## src/rtl/dtl_pkg.sv

```systemverilog
// ----------------------------------------------------------------------------
// dtl_pkg: shared types and constants for the token lexer
// Token kinds, lexer modes, word types and the front-to-back record.
// ----------------------------------------------------------------------------
`default_nettype none
package dtl_pkg;

  localparam int unsigned MaxTokenLenDef = 255;
  localparam int unsigned PosWidthDef    = 16;

  localparam logic [4:0] K_IDENT = 5'd0;
  localparam logic [4:0] K_FUNC  = 5'd1;
  localparam logic [4:0] K_RET   = 5'd2;
  localparam logic [4:0] K_BIT   = 5'd3;
  localparam logic [4:0] K_HEX   = 5'd4;
  localparam logic [4:0] K_EQEQ  = 5'd5;
  localparam logic [4:0] K_NEQ   = 5'd6;
  localparam logic [4:0] K_ANDAND = 5'd7;
  localparam logic [4:0] K_OROR  = 5'd8;
  localparam logic [4:0] K_SHL   = 5'd9;
  localparam logic [4:0] K_SHR   = 5'd10;
  localparam logic [4:0] K_ASHL  = 5'd11;
  localparam logic [4:0] K_ASHR  = 5'd12;
  localparam logic [4:0] K_SCOPE = 5'd13;
  localparam logic [4:0] K_ASSIGN = 5'd14;
  localparam logic [4:0] K_PIPE  = 5'd15;
  localparam logic [4:0] K_AMP   = 5'd16;
  localparam logic [4:0] K_CARET = 5'd17;
  localparam logic [4:0] K_TILDE = 5'd18;
  localparam logic [4:0] K_COLON = 5'd19;
  localparam logic [4:0] K_SEMI  = 5'd20;
  localparam logic [4:0] K_LBRACE = 5'd21;
  localparam logic [4:0] K_RBRACE = 5'd22;
  localparam logic [4:0] K_LPAREN = 5'd23;
  localparam logic [4:0] K_RPAREN = 5'd24;
  localparam logic [4:0] K_LBRACK = 5'd25;
  localparam logic [4:0] K_RBRACK = 5'd26;
  localparam logic [4:0] K_EOF   = 5'd27;
  localparam logic [4:0] K_ERR   = 5'd28;

  typedef enum logic [3:0] {
    M_IDLE, M_IDENT, M_ZERO, M_DEC, M_HEX, M_LT, M_LTLT, M_GT, M_GTGT,
    M_EQ, M_BANG, M_AMP, M_PIPE, M_COLON
  } mode_e;

  typedef struct packed {
    logic [7:0] char_code;
    logic       end_of_source;
  } in_word_t;

  typedef struct packed {
    logic [4:0]  token_kind;
    logic [15:0] token_line;
    logic [15:0] token_column;
    logic [7:0]  token_length;
    logic        last_of_run;
  } out_word_t;

  // one decoded character event from the front end: up to two tokens
  typedef struct packed {
    logic      n0;       // first token present
    out_word_t t0;
    logic      n1;       // second token present
    out_word_t t1;
  } evt_t;

endpackage
`default_nettype wire

```

## src/rtl/dsl_token_lexer.sv

```systemverilog
// ----------------------------------------------------------------------------
// dsl_token_lexer: streaming maximal-munch lexer
// Front end decodes one character word per cycle unless stalled; a four-entry
// queue feeds the back end, which sends a token word per cycle unless stalled.
// ----------------------------------------------------------------------------
//  channel | dir | payload    | handshake
//  in      | in  | in_word_t  | in_valid_i / in_stall_o
//  out     | out | out_word_t | out_valid_o / out_stall_i
//
// One character word is accepted per cycle while the queue has room.
// A word that yields two tokens is sent as two token words; the back end
// drains a token per cycle unless stalled, so sustained input rate follows it.
// Reset clears position to line 1 column 1 and empties the queue.
// in_stall_o rises when the queue holds four events.
// ----------------------------------------------------------------------------
`default_nettype none
module dsl_token_lexer #(
  parameter int unsigned MaxTokenLen = dtl_pkg::MaxTokenLenDef,
  parameter int unsigned PosWidth    = dtl_pkg::PosWidthDef
) (
  input  wire logic           clk_i,
  input  wire logic           rst_ni,
  input  wire logic           in_valid_i,
  output logic                in_stall_o,
  input  dtl_pkg::in_word_t   in_data_i,
  output logic                out_valid_o,
  input  wire logic           out_stall_i,
  output dtl_pkg::out_word_t  out_data_o
);
  import dtl_pkg::*;

  evt_t evt;
  logic full, step;

  assign in_stall_o = full;
  assign step = in_valid_i && !full;

  dtl_front #(.MaxTokenLen(MaxTokenLen), .PosWidth(PosWidth)) u_front (
    .clk_i, .rst_ni, .step_i(step), .word_i(in_data_i), .evt_o(evt)
  );

  // words that produce no token never enter the queue
  dtl_back u_back (
    .clk_i, .rst_ni, .push_i(step && (evt.n0 || evt.n1)), .evt_i(evt),
    .full_o(full), .valid_o(out_valid_o), .stall_i(out_stall_i),
    .data_o(out_data_o)
  );
endmodule
`default_nettype wire

```

## src/rtl/dtl_front.sv

```systemverilog
// ----------------------------------------------------------------------------
// dtl_front: character classifier and pending-token tracker
// Consumes one word per cycle while step_i is high; up to two tokens per word.
// ----------------------------------------------------------------------------
`default_nettype none
module dtl_front #(
  parameter int unsigned MaxTokenLen = dtl_pkg::MaxTokenLenDef,
  parameter int unsigned PosWidth    = dtl_pkg::PosWidthDef
) (
  input  wire logic             clk_i,
  input  wire logic             rst_ni,
  input  wire logic             step_i,
  input  dtl_pkg::in_word_t     word_i,
  output dtl_pkg::evt_t         evt_o
);
  import dtl_pkg::*;

  localparam int unsigned LenW = $clog2(MaxTokenLen + 1);
  localparam logic [PosWidth-1:0] PosMax = {PosWidth{1'b1}};
  localparam logic [LenW-1:0] LenMax = LenW'(MaxTokenLen);

  mode_e mode_q, mode_d;
  logic [PosWidth-1:0] line_q, line_d, col_q, col_d, sl_q, sl_d, sc_q, sc_d;
  logic [LenW-1:0] len_q, len_d;
  logic [1:0] kw_q, kw_d;
  logic err_q, err_d;

  function automatic logic is_digit(logic [7:0] c);
    return c >= "0" && c <= "9";
  endfunction
  function automatic logic is_alpha(logic [7:0] c);
    return (c >= "a" && c <= "z") || (c >= "A" && c <= "Z");
  endfunction
  function automatic logic is_hexd(logic [7:0] c);
    return is_digit(c) || (c >= "a" && c <= "f") || (c >= "A" && c <= "F");
  endfunction
  function automatic logic [7:0] kwf(logic [2:0] i);
    logic [7:0] r;
    case (i)
      3'd0: r = "f"; 3'd1: r = "u"; 3'd2: r = "n"; 3'd3: r = "c";
      3'd4: r = "t"; 3'd5: r = "i"; 3'd6: r = "o"; default: r = "n";
    endcase
    return r;
  endfunction
  function automatic logic [7:0] kwr(logic [2:0] i);
    logic [7:0] r;
    case (i)
      3'd0: r = "r"; 3'd1: r = "e"; 3'd2: r = "t"; 3'd3: r = "u";
      3'd4: r = "r"; default: r = "n";
    endcase
    return r;
  endfunction

  function automatic out_word_t mk(logic [4:0] k, logic [PosWidth-1:0] l,
                                   logic [PosWidth-1:0] c, logic [LenW-1:0] n);
    out_word_t w;
    w.token_kind   = k;
    w.token_line   = 16'(l);
    w.token_column = 16'(c);
    w.token_length = 8'(n);
    w.last_of_run  = 1'b0;
    return w;
  endfunction

  logic [7:0] c;
  logic [4:0] fk, single;
  logic ext, done, sp;
  logic [4:0] dk;
  logic [1:0] km;
  logic [LenW-1:0] len_inc;
  mode_e ext_mode;
  logic go_start;

  always_comb begin
    c = word_i.char_code;
    sp = (c == 8'd32) || (c >= 8'd9 && c <= 8'd13);
    // flush kind of the pending token
    unique case (mode_q)
      M_IDENT: begin
        if (kw_q[0] && len_q == LenW'(8)) fk = K_FUNC;
        else if (kw_q[1] && len_q == LenW'(6)) fk = K_RET;
        else fk = K_IDENT;
      end
      M_ZERO, M_DEC: fk = K_BIT;
      M_HEX:   fk = K_HEX;
      M_LTLT:  fk = K_SHL;
      M_GTGT:  fk = K_SHR;
      M_EQ:    fk = K_ASSIGN;
      M_PIPE:  fk = K_PIPE;
      M_AMP:   fk = K_AMP;
      M_COLON: fk = K_COLON;
      default: fk = K_ERR;
    endcase
    ext = 1'b0; done = 1'b0; dk = K_ERR; ext_mode = mode_q;
    unique case (mode_q)
      M_IDENT: ext = is_alpha(c) || is_digit(c) || c == "_";
      M_ZERO: begin
        if (c == "x" || c == "X") begin ext = 1'b1; ext_mode = M_HEX; end
        else if (is_digit(c)) begin ext = 1'b1; ext_mode = M_DEC; end
      end
      M_DEC: ext = is_digit(c);
      M_HEX: ext = is_hexd(c);
      M_LT: if (c == "<") begin ext = 1'b1; ext_mode = M_LTLT; end
      M_GT: if (c == ">") begin ext = 1'b1; ext_mode = M_GTGT; end
      M_LTLT: if (c == "<") begin ext = 1'b1; done = 1'b1; dk = K_ASHL; end
      M_GTGT: if (c == ">") begin ext = 1'b1; done = 1'b1; dk = K_ASHR; end
      M_EQ: if (c == "=") begin ext = 1'b1; done = 1'b1; dk = K_EQEQ; end
      M_BANG: if (c == "=") begin ext = 1'b1; done = 1'b1; dk = K_NEQ; end
      M_AMP: if (c == "&") begin ext = 1'b1; done = 1'b1; dk = K_ANDAND; end
      M_PIPE: if (c == "|") begin ext = 1'b1; done = 1'b1; dk = K_OROR; end
      M_COLON: if (c == ":") begin ext = 1'b1; done = 1'b1; dk = K_SCOPE; end
      default: ;
    endcase
    km = 2'b00;
    if (kw_q[0] && len_q < LenW'(8) && c == kwf(len_q[2:0])) km[0] = 1'b1;
    if (kw_q[1] && len_q < LenW'(6) && c == kwr(len_q[2:0])) km[1] = 1'b1;
    len_inc = (len_q < LenMax) ? len_q + 1'b1 : len_q;

    mode_d = mode_q; line_d = line_q; col_d = col_q; sl_d = sl_q; sc_d = sc_q;
    len_d = len_q; kw_d = kw_q; err_d = err_q;
    evt_o = '0;
    go_start = 1'b0;
    single = '0;

    if (word_i.end_of_source) begin
      if (!err_q && mode_q != M_IDLE) begin
        evt_o.n0 = 1'b1;
        evt_o.t0 = mk(fk, sl_q, sc_q, (fk == K_ERR) ? LenW'(1) : len_q);
      end
      if (!err_q && !(mode_q != M_IDLE && fk == K_ERR)) begin
        evt_o.n1 = 1'b1;
        evt_o.t1 = mk(K_EOF, line_q, col_q, '0);
      end
      mode_d = M_IDLE; line_d = PosWidth'(1); col_d = PosWidth'(1);
      sl_d = '0; sc_d = '0; len_d = '0; kw_d = '0; err_d = 1'b0;
    end else if (!err_q) begin
      if (mode_q != M_IDLE && ext) begin
        if (mode_q == M_IDENT) kw_d = km;
        mode_d = ext_mode;
        len_d = len_inc;
        if (done) begin
          evt_o.n0 = 1'b1;
          evt_o.t0 = mk(dk, sl_q, sc_q, len_inc);
          mode_d = M_IDLE; len_d = '0;
        end
      end else begin
        if (mode_q != M_IDLE) begin
          evt_o.n0 = 1'b1;
          evt_o.t0 = mk(fk, sl_q, sc_q, (fk == K_ERR) ? LenW'(1) : len_q);
          mode_d = M_IDLE; len_d = '0;
          if (fk == K_ERR) err_d = 1'b1;
        end
        go_start = !(mode_q != M_IDLE && fk == K_ERR) && !sp;
      end
      if (go_start) begin
        sl_d = line_q; sc_d = col_q; len_d = LenW'(1);
        if (is_alpha(c) || c == "_") begin
          mode_d = M_IDENT; kw_d = {c == "r", c == "f"};
        end else if (c == "0") mode_d = M_ZERO;
        else if (is_digit(c)) mode_d = M_DEC;
        else if (c == "<") mode_d = M_LT;
        else if (c == ">") mode_d = M_GT;
        else if (c == "=") mode_d = M_EQ;
        else if (c == "!") mode_d = M_BANG;
        else if (c == "&") mode_d = M_AMP;
        else if (c == "|") mode_d = M_PIPE;
        else if (c == ":") mode_d = M_COLON;
        else begin
          case (c)
            "^": single = K_CARET;
            "~": single = K_TILDE;
            ";": single = K_SEMI;
            "{": single = K_LBRACE;
            "}": single = K_RBRACE;
            "(": single = K_LPAREN;
            ")": single = K_RPAREN;
            "[": single = K_LBRACK;
            "]": single = K_RBRACK;
            default: single = K_ERR;
          endcase
          len_d = '0;
          // single token goes in slot 1; slot 0 may hold the flushed one
          evt_o.n1 = 1'b1;
          evt_o.t1 = mk(single, line_q, col_q, LenW'(1));
          if (single == K_ERR) err_d = 1'b1;
        end
      end
      // position advances unless this byte raised a flush error
      if (!(mode_q != M_IDLE && !ext && fk == K_ERR)) begin
        if (c == 8'd10) begin
          if (line_q < PosMax) line_d = line_q + 1'b1;
          col_d = PosWidth'(1);
        end else if (col_q < PosMax) col_d = col_q + 1'b1;
      end
    end
  end

  always_ff @(posedge clk_i or negedge rst_ni) begin
    if (!rst_ni) begin
      mode_q <= M_IDLE; line_q <= PosWidth'(1); col_q <= PosWidth'(1);
      sl_q <= '0; sc_q <= '0; len_q <= '0; kw_q <= '0; err_q <= 1'b0;
    end else if (step_i) begin
      mode_q <= mode_d; line_q <= line_d; col_q <= col_d;
      sl_q <= sl_d; sc_q <= sc_d; len_q <= len_d; kw_q <= kw_d; err_q <= err_d;
    end
  end
endmodule
`default_nettype wire

```

## src/rtl/dtl_back.sv

```systemverilog
// ----------------------------------------------------------------------------
// dtl_back: event queue and token serializer
// Queues decoded events; sends their tokens one word per cycle unless stalled.
// ----------------------------------------------------------------------------
`default_nettype none
module dtl_back (
  input  wire logic           clk_i,
  input  wire logic           rst_ni,
  input  wire logic           push_i,
  input  dtl_pkg::evt_t       evt_i,
  output logic                full_o,
  output logic                valid_o,
  input  wire logic           stall_i,
  output dtl_pkg::out_word_t  data_o
);
  import dtl_pkg::*;

  localparam int unsigned Depth = 4;
  evt_t mem_q [Depth];
  logic [1:0] wp_q, rp_q;
  logic [2:0] cnt_q;
  logic half_q;  // first token of head already sent
  logic pop, has0, has1, last_tok;
  evt_t head;

  always_comb begin
    head = mem_q[rp_q];
    has0 = head.n0 && !half_q;
    has1 = head.n1;
    valid_o = cnt_q != 3'd0;
    data_o = has0 ? head.t0 : head.t1;
    last_tok = !(has0 && has1);
    data_o.last_of_run = last_tok;
    pop = valid_o && !stall_i && last_tok;
    // stall while every entry holds an event; a push only comes while not full
    full_o = cnt_q == 3'(Depth);
  end

  always_ff @(posedge clk_i) begin
    if (push_i) mem_q[wp_q] <= evt_i;
  end

  always_ff @(posedge clk_i or negedge rst_ni) begin
    if (!rst_ni) begin
      wp_q <= '0; rp_q <= '0; cnt_q <= '0; half_q <= 1'b0;
    end else begin
      if (push_i) wp_q <= wp_q + 1'b1;
      if (pop) rp_q <= rp_q + 1'b1;
      cnt_q <= cnt_q + 3'(push_i) - 3'(pop);
      if (pop) half_q <= 1'b0;
      else if (valid_o && !stall_i) half_q <= 1'b1;
    end
  end
endmodule
`default_nettype wire

```

## config.mk

```make
export PLATFORM = sky130hd
export DESIGN_NAME = dsl_token_lexer
export DESIGN_NICKNAME = d
export VERILOG_FILES = /design/src/rtl/dtl_pkg.sv /design/src/rtl/dsl_token_lexer.sv /design/src/rtl/dtl_front.sv /design/src/rtl/dtl_back.sv
export SDC_FILE = /design/constraint.sdc
export NUM_CORES = 1
export LEC_CHECK = 0
export BUFFER_PORTS_ARGS = -buffer_cell sky130_fd_sc_hd__buf_2
export CORE_MARGIN = 10
export CORE_UTILIZATION = 35
export CTS_CLUSTER_SIZE = 8
export DETAILED_ROUTE_END_ITERATION = 10
export GPL_ROUTABILITY_DRIVEN = 0
export PLACE_DENSITY_LB_ADDON = 0.15
export SYNTH_ARGS = -nofsm -noshare
export SYNTH_HDL_FRONTEND = slang
export SYNTH_HIERARCHICAL = 1
export SYNTH_SLANG_ARGS = --single-unit
```

## constraint.sdc

```tcl
create_clock -name clk_i -period 12.59 [get_ports clk_i]
set_clock_uncertainty 0.2 [all_clocks]
set_input_delay 1.259 -clock clk_i [delete_from_list [all_inputs] [get_ports clk_i]]
set_output_delay 1.259 -clock clk_i [all_outputs]
set_load 0.01 [all_outputs]
```

==> results of run 1 <==
## metal layers
metal,part of all wire,up-vias,GRT usage,wire length [µm]
li1,-,5605,-,-
met1,0.45,6426,0.1898,22720
met2,0.48,295,0.2326,24350
met3,0.040,74,0.02307,2032
met4,0.022,0,0.05203,1100
met5,0,-,0,0
## stage by stage
step | util | std cells | setup WS, ps
final | 0.4033 | 2260 | 7053
after global routing | 0.4033 | 2260 | 6750
after CTS | 0.4033 | 2260 | 6999
after detailed placement | 0.3701 | 2137 | 6392
after global placement | 0.3701 | 2137 | 6481
after floorplan | - | 1384 | 6128
## state kept, by name (all words and copies together) (netlist names)
name,cells
u_back/cnt_q,3
u_back/half_q,1
u_back/mem_q,368
u_back/rp_q,2
u_back/wp_q,2
u_front/col_q,16
u_front/err_q,1
u_front/kw_q,2
u_front/len_q,8
u_front/line_q,16
u_front/mode_q,4
u_front/sc_q,16
u_front/sl_q,16
## worst max-delay path: stages
cell       delay [ps]
buf_2             200
nand4bb_1         560
nor2_1            190
a311oi_1          500
nand3_2           270
or3_1             570
nand2_1           140
o21a_1            310
and2_4            820
buf_4             670
## worst paths after layout
path	from	end	slack, ps	cells after the start
min in group asynchronous	rst_ni	u_back/rp_q[0]	470	1
setup / recovery	in_data_i[5]	u_back/mem_q[0][66]	7050	10
hold / removal	u_front/sc_q[11]	u_front/sc_q[11]	290	1
max in group asynchronous	rst_ni	u_front/sl_q[10]	10570	2
setup reg to reg	u_front/mode_q[0]	u_back/mem_q[0][66]	7480	9
hold reg to reg	u_front/sc_q[11]	u_front/sc_q[11]	290	1
## power by group
part,switching (µW),internal (µW),leakage (µW)
logic,788,653,0.00297
registers,131,1860,0.00463
clock network,637,1020,0.000936
total,1560,3530,0.00854
## layout make-up
type | instances | area share
inverter | 20 | 0.003142
tap | 773 | 0.04048
sequential | 455 | 0.5540
timing repair buffer | 80 | 0.01896
clock buffer | 116 | 0.07918
clock inverter | 7 | 0.003142
multi-input combinational | 809 | 0.3011
==> results_dict.tcl, run 1 <==
set metrics [dict create \
    power_leakage_uw 0.008542 \
    post_cts_buffers 0 \
    hold-worst-slack_ps 294.6 \
    die_w_um 265.3 \
    core_um2 59240 \
    clk_pin_slew_ps 50 \
    min_period_ps 5537 \
    initial_core_util 0.3554 \
    cp_max_fo 54 \
    avgViaCountPerCell 5.487 \
    hold_path.class "register to register" \
    post-route-drc-count 0 \
    grt.overflow.total 0 \
    crit_required_ps 12600 \
    netlist_area_um2 21060 \
    total_power_uw 5086 \
    drive_gt1_frac 0.2260 \
    vias 12400 \
    hold_buffers 0 \
    port_buffers 60 \
    ys_warn_count 6 \
    critPathKind "primary input to register" \
    slew_viol_final 0 \
    area_growth_pct 13.48 \
    die_area_um2 70370 \
    row_count 89 \
    final.fill_count 5511 \
    netlist_instances 1378 \
    clk_latency_ps 590 \
    finalWirelength_um 50210 \
    grt_pass1_vias 12780 \
    cts_root_buf "clkbuf_16" \
    track_usage 0.1427 \
    ios 61 \
    cts_tree "yes" \
    status "completed" \
    drt_iter0_drc 993 \
    die_h_um 265.3 \
    max_slew_margin 0.3433 \
    grt_pass1_wl_um 78440 \
    fin_area_um2 23890 \
    arrival_ps 5540 \
    tightest_slew_ps 985.0 \
    period_share 0.4398 \
    layout.nets 1459 \
    drtAntennaViolNets 0 \
    mostFrequentLayoutCells "edfxtp_1, dfrtp_1, mux4_2, clkbuf_16, nand2_1" \
    layout_commonest_cell "edfxtp_1" \
    cts.sink_count 455 \
    fmax_mhz 180.6 \
    cts_made_buffers 67 \
    antenna_cells 0 \
    rsz0062_at_grt "no" \
    ir_worst_vdd_mv 0.1025 \
    first_pass_iters 5 \
    cp-start-kind "primary input" \
    syn_avg_cell_area_um2 15.28 \
    hold_violations 0 \
    ctsLongestPathBuffers 3 \
    avgRoutedWirePerCell_um 22.21 \
    antenna_found_initial 0 \
    grt_max_degree 61 \
    power_density_nw_per_um2 212.9 \
    place_area_um2 21930 \
    finalSetupViolCount 0 \
    tns_ps 0 \
    maxCapViolCount 0 \
    seqCellArea_um2 13240 \
    htreeDepth 3 \
    cts-resized-gates 0 \
    dpl.hpwl_um 30030 \
    multi_input_area_um2 7193 \
    critPathCaptureType "register" \
]
(Power assumes the default switching activity.)
==> inputs of run 2 (changes only) <==
==> constraint.sdc (replaced) <==
create_clock -name clk_i -period 5.6 [get_ports clk_i]
set_clock_uncertainty 0.2 [all_clocks]
set_input_delay 0.56 -clock clk_i [delete_from_list [all_inputs] [get_ports clk_i]]
set_output_delay 0.56 -clock clk_i [all_outputs]
set_load 0.01 [all_outputs]
==> run 2 against run 1 <==
  * Routed wire length up 2.0%
  * Via count increased by 0.15%
  * Power grew 120%
  * Cell area is 0.44% higher
  * Non-clock buffer count grew 10
  * First-iteration DRC count is 18% lower
==> results_dict.tcl, run 2 (synthesis results as in run 1) <==
set metrics [dict create \
    crit_required_ps 5650 \
    clk_pin_slew_ps 60 \
    cp-start-kind "register" \
    dpl.hpwl_um 30750 \
    met1_length_um 22790 \
    port_buffers 60 \
    critPathBufInv 1 \
    initial_core_util 0.3554 \
    post-route-drc-count 0 \
    first_pass_iters 6 \
    hold_path.class "primary input to register" \
    row_count 89 \
    tightest_slew_ps 1104 \
    hold_violations 0 \
    grt.overflow.total 0 \
    ios 61 \
    largest_reg_flops 368 \
    ir_worst_vdd_mv 0.2533 \
    status "completed" \
    die_w_um 265.3 \
    slew_viol_final 0 \
    min_period_ps 4568 \
    avgRoutedWirePerCell_um 22.59 \
    cp_max_fo 41 \
    grt_pass1_wl_um 79950 \
    layout.cells.non_filler 2267 \
    core_um2 59240 \
    fmax_mhz 218.9 \
    layout.nets 1468 \
    vias 12420 \
    power_leakage_uw 0.008589 \
    grt_max_degree 69 \
    drive_gt1_frac 0.2289 \
    area_growth_pct 13.98 \
    critPathCaptureType "register" \
    avgViaCountPerCell 5.478 \
    mostFrequentLayoutCells "edfxtp_1, dfrtp_1, mux4_2, clkbuf_16, nand2_1" \
    maxCapViolCount 0 \
    antenna_cells 0 \
    finalSetupViolCount 0 \
    place_inst 2146 \
    cts_root_buf "clkbuf_16" \
    die_area_um2 70370 \
    cts-resized-gates 0 \
    max_slew_margin 0.2640 \
    cp_cell_sequence "or2_2, nor4_1, a311oi_1, nand3_2, or3_1, nand2_1, o21a_1, and2_4, buf_12" \
    layout_commonest_cell "edfxtp_1" \
    highest_layer "met4" \
    antenna_found_initial 0 \
    cts_made_buffers 66 \
    final.fill_count 5462 \
    critPathKind "register to register" \
    crit_path_top_delay_cell "dfrtp_1" \
    clk_latency_ps 580 \
    finalWirelength_um 51210 \
    power_density_nw_per_um2 475.2 \
    crit_path_max_incr_delay_ps 910 \
    regMostFlops "u_back/mem_q" \
    ctsLongestPathBuffers 3 \
    arrival_ps 4610 \
    tns_ps 0 \
    cts_tree "yes" \
    post_cts_buffers 0 \
    wl_met3_um 2063 \
    period_share 0.8156 \
    wl_met2_um 25480 \
    path_delay_family "simple AND/OR/NAND/NOR gates" \
    drtAntennaViolNets 0 \
    track_usage 0.1453 \
    drt_iter0_drc 817 \
    htreeDepth 3 \
    cts.sink_count 455 \
    grt_pass1_vias 12990 \
    die_h_um 265.3 \
    rsz0062_at_grt "no" \
]
## run 2: cell types whose count changed in the layout (fill, tap and decap cells not counted), sizes merged
| cell | before | now |
|---|---|---|
| clkinv | 6 | 4 |
| dlygate4sd3 | 0 | 1 |
| clkbuf | 116 | 114 |
| inv | 21 | 22 |
| buf | 80 | 89 |
## run 2: what timing repair did
action                     in CTS  in global routing
hold endpoints to repair       42                  0
setup endpoints to repair       0                  0
hold buffers                    1                  0
## run 2: metrics by stage
| stage | hold slack (ps) | area (µm²) | utilization | total power, µW | worst slack, ps |
|---|---|---|---|---|---|
| CTS | 97.27 | 24000 | 0.4051 | 11650 | 1112 |
| detailed placement | 283.3 | 22080 | 0.3727 | 7957 | 907.0 |
| floorplan | 64.41 | 21080 | - | 6817 | 850.5 |
| global placement | 280.8 | 22080 | 0.3727 | 7931 | 979.3 |
| finish | 145.6 | 24000 | 0.4051 | 11410 | 1032 |
| global route | 148.7 | 24000 | 0.4051 | 12020 | 788.7 |
## run 2: worst register-to-register path, stage by stage, from the launching register on
cell and delay (ps):
dfrtp_1 910, or2_2 260, nor4_1 70, a311oi_1 560, nand3_2 290, or3_1 560
nand2_1 130, o21a_1 300, and2_4 560, buf_12 380
## run 2: report_power, final
part | switching (µW) | internal, µW | total (µW) | leakage [µW]
registers | 252 | 4180 | 4430 | 0.00464
logic | 1820 | 1510 | 3330 | 0.00305
clock network | 1430 | 2220 | 3640 | 0.000904
## run 2: area by class of cell
| cell class | count | area (µm²) | area share |
|---|---|---|---|
| clock inverters | 6 | 75.07 | 0.003128 |
| inverters | 20 | 75.07 | 0.003128 |
| well taps | 773 | 967.2 | 0.04030 |
| multi-input cells | 809 | 7193 | 0.2997 |
| clock buffers | 114 | 1832 | 0.07633 |
| flip-flops and latches | 455 | 13240 | 0.5516 |
| repair buffers | 90 | 618.1 | 0.02576 |
## run 2: metal layers
layer / track usage / up-vias
li1: - / 5621
met5: 0 / -
met4: 0.04116 / 0
met1: 0.1897 / 6439
met2: 0.2442 / 293
met3: 0.02620 / 66
## run 2: worst paths after layout
path	start	slack [ps]	depth (start not counted)	endpoint
setup / recovery	u_front/mode_q[0]	1030	9	u_back/mem_q[1][17]
hold / removal	out_stall_i	150	3	u_back/half_q
setup reg to reg	u_front/mode_q[0]	1030	9	u_back/mem_q[1][17]
hold reg to reg	u_front/sl_q[5]	290	1	u_front/sl_q[5]
max in group asynchronous	rst_ni	3690	3	u_front/sc_q[0]
min in group asynchronous	rst_ni	390	2	u_front/len_q[4]
==> inputs of run 3 (changes only) <==
--- a/config.mk
+++ b/config.mk
@@ -5,6 +5,7 @@
 export SDC_FILE = /design/constraint.sdc
 export NUM_CORES = 1
 export LEC_CHECK = 0
+export ABC_AREA = 1
 export BUFFER_PORTS_ARGS = -buffer_cell sky130_fd_sc_hd__buf_2
 export CORE_MARGIN = 10
 export CORE_UTILIZATION = 35
==> constraint.sdc (replaced) <==
create_clock -name clk_i -period 4.45 [get_ports clk_i]
set_clock_uncertainty 0.2 [all_clocks]
set_input_delay 0.445 -clock clk_i [delete_from_list [all_inputs] [get_ports clk_i]]
set_output_delay 0.445 -clock clk_i [all_outputs]
set_load 0.01 [all_outputs]
==> run 3 against run 2 <==
  * Power is 41% higher
  * Sequential cell count unchanged
  * Sequential share of layout area is 0.11 points higher
  * First-iteration DRC count rose by 17%
  * Synthesized cell count rose by 50%
  * Area after synthesis hardly changed
  * Hold slack worse by 18 ps
  * Combinational power is 77% higher
  * Via count grew 22%
  * Critical path type unchanged
  * Largest cell class unchanged
==> results_dict.tcl, run 3 <==
set metrics [dict create \
    slew_viol_final 0 \
    core_um2 59350 \
    met1_length_um 26360 \
    finalWirelength_um 57230 \
    status "completed" \
    crit_path_max_incr_delay_ps 600 \
    layout.nets 2138 \
    port_buffers 60 \
    highest_layer "met4" \
    grt_pass1_wl_um 90200 \
    fmax_mhz 260.4 \
    antenna_cells 0 \
    max_slew_margin 0.3441 \
    cts_root_buf "clkbuf_16" \
    crit_required_ps 4430 \
    cp_max_fo 50 \
    netlist_area_um2 21070 \
    finalSetupViolCount 0 \
    grt.overflow.total 0 \
    drt_iter0_drc 956 \
    regMostFlops "u_back/mem_q" \
    row_count 89 \
    die_w_um 265.4 \
    mostFrequentLayoutCells "edfxtp_1, nor2_1, nand2_1, o21ai_0, inv_1" \
    hold_path.class "primary input to register" \
    arrival_ps 3820 \
    rsz0062_at_grt "no" \
    dpl.hpwl_um 33560 \
    track_usage 0.1624 \
    drive_gt1_frac 0.1098 \
    grt_max_degree 109 \
    hold_buffers 1 \
    cts_made_buffers 66 \
    htreeDepth 3 \
    critPathCaptureType "register" \
    ys_warn_count 6 \
    clk_latency_ps 580 \
    crit_path_top_delay_cell "buf_4" \
    power_density_nw_per_um2 673.4 \
    largest_reg_flops 368 \
    finalWorstSetupSlack_ps 609.4 \
    vias 15160 \
    cp-start-kind "register" \
    cts.sink_count 455 \
    layout_commonest_cell "edfxtp_1" \
    period_share 0.8631 \
    avgRoutedWirePerCell_um 19.53 \
    hold_violations 0 \
    hold-worst-slack_ps 127.4 \
    initial_core_util 0.3551 \
    dp_slack_ps 463.4 \
    netlist_instances 2063 \
    maxCapViolCount 0 \
    cp_common_cell "nand2_1" \
    grt_pass1_vias 15220 \
    wl_met3_um 2587 \
    clk_pin_slew_ps 50 \
    cp_cell_sequence "inv_2, nand2_1, nor2_1, nand3_1, nand2_1, nor2_1, nand2_1, nor2_1, nand2_1, inv_2, nand2_4, nor2_8, nand3_2, nand2_1, nor2_1, nor2_1, nand2_1, clkinvlp_4, buf_4" \
    tightest_slew_ps 980.4 \
    wl_met2_um 27080 \
    area_growth_pct 13.62 \
    antenna_found_initial 1 \
    cts_tree "yes" \
    ir_worst_vdd_mv 0.4235 \
    cts-resized-gates 0 \
    die_area_um2 70430 \
    critPathKind "register to register" \
    die_h_um 265.4 \
    first_pass_iters 5 \
    post-route-drc-count 0 \
    post_cts_buffers 0 \
    avgViaCountPerCell 5.171 \
    ctsLongestPathBuffers 3 \
    ios 61 \
    drtAntennaViolNets 0 \
    syn_avg_cell_area_um2 10.22 \
    min_period_ps 3841 \
    power_leakage_uw 0.008763 \
]
[run 3: cell count changes in the layout (fill, tap and decap cells not counted), moves of 27 or more]
cell / delta
mux4_2: -78
nor2_1: +265
nand2_1: +246
inv_1: +119
mux2_4: -29
o21ai_0: +180
nand3_1: +73
o22ai_1: +110
xor2_1: +27
a22o_1: -35
and3_1: -40
and2_1: -39
[run 3: critical path, delay by kind of cell, from the launching register on]
kind	cells	cell delay, ps
buffers and inverters	4	820
flip-flops	1	430
AND/OR/NAND/NOR	15	1950
[run 3: per-layer routing]
metal | GRT usage | vias to the layer above
met5 | 0 | -
met4 | 0.05591 | 0
met3 | 0.02482 | 75
met2 | 0.2646 | 354
met1 | 0.2176 | 7447
li1 | - | 7281
[run 3: power breakdown]
part,internal (µW),switching (µW),total (µW)
combinational,1660,4240,5900
clock,2860,1760,4620
sequential,5370,231,5600
total,9890,6240,16100
[run 3: area by class of cell]
cell class,instances,area (µm²)
tap,773,967.2
multi-input combinational,1338,6599
timing repair buffer,92,620.6
clock buffer,112,1888
sequential,455,13240
clock inverter,2,17.52
fill,5806,35410
inverter,159,616.8
[run 3: worst paths after layout]
| check | start | to | slack [ps] | depth (start not counted) |
|---|---|---|---|---|
| max in group asynchronous | rst_ni | u_front/col_q[0] | 2730 | 3 |
| worst max-delay path | u_front/mode_q[2] | u_back/mem_q[0][11] | 610 | 19 |
| worst max register to register | u_front/mode_q[2] | u_back/mem_q[0][11] | 610 | 19 |
| worst min register to register | u_back/cnt_q[1] | u_back/cnt_q[2] | 280 | 1 |
| worst min-delay path | out_stall_i | u_back/half_q | 130 | 4 |
| min in group asynchronous | rst_ni | u_front/len_q[2] | 280 | 2 |
[run 3: per-stage QoR]
stage / cell area (µm²) / TNS [ps] / utilization / power, µW / std cells
3_3_place_gp: 22030 / 0 / 0.3711 / 11690 / 2816
4_1_cts: 23940 / 0 / 0.4034 / 16400 / 2931
2_1_floorplan: 21130 / -675.9 / - / 9548 / 2069
3_5_place_dp: 22030 / 0 / 0.3711 / 11720 / 2816
6_report: 23940 / 0 / 0.4034 / 16120 / 2931
5_1_grt: 23940 / 0 / 0.4034 / 17230 / 2931
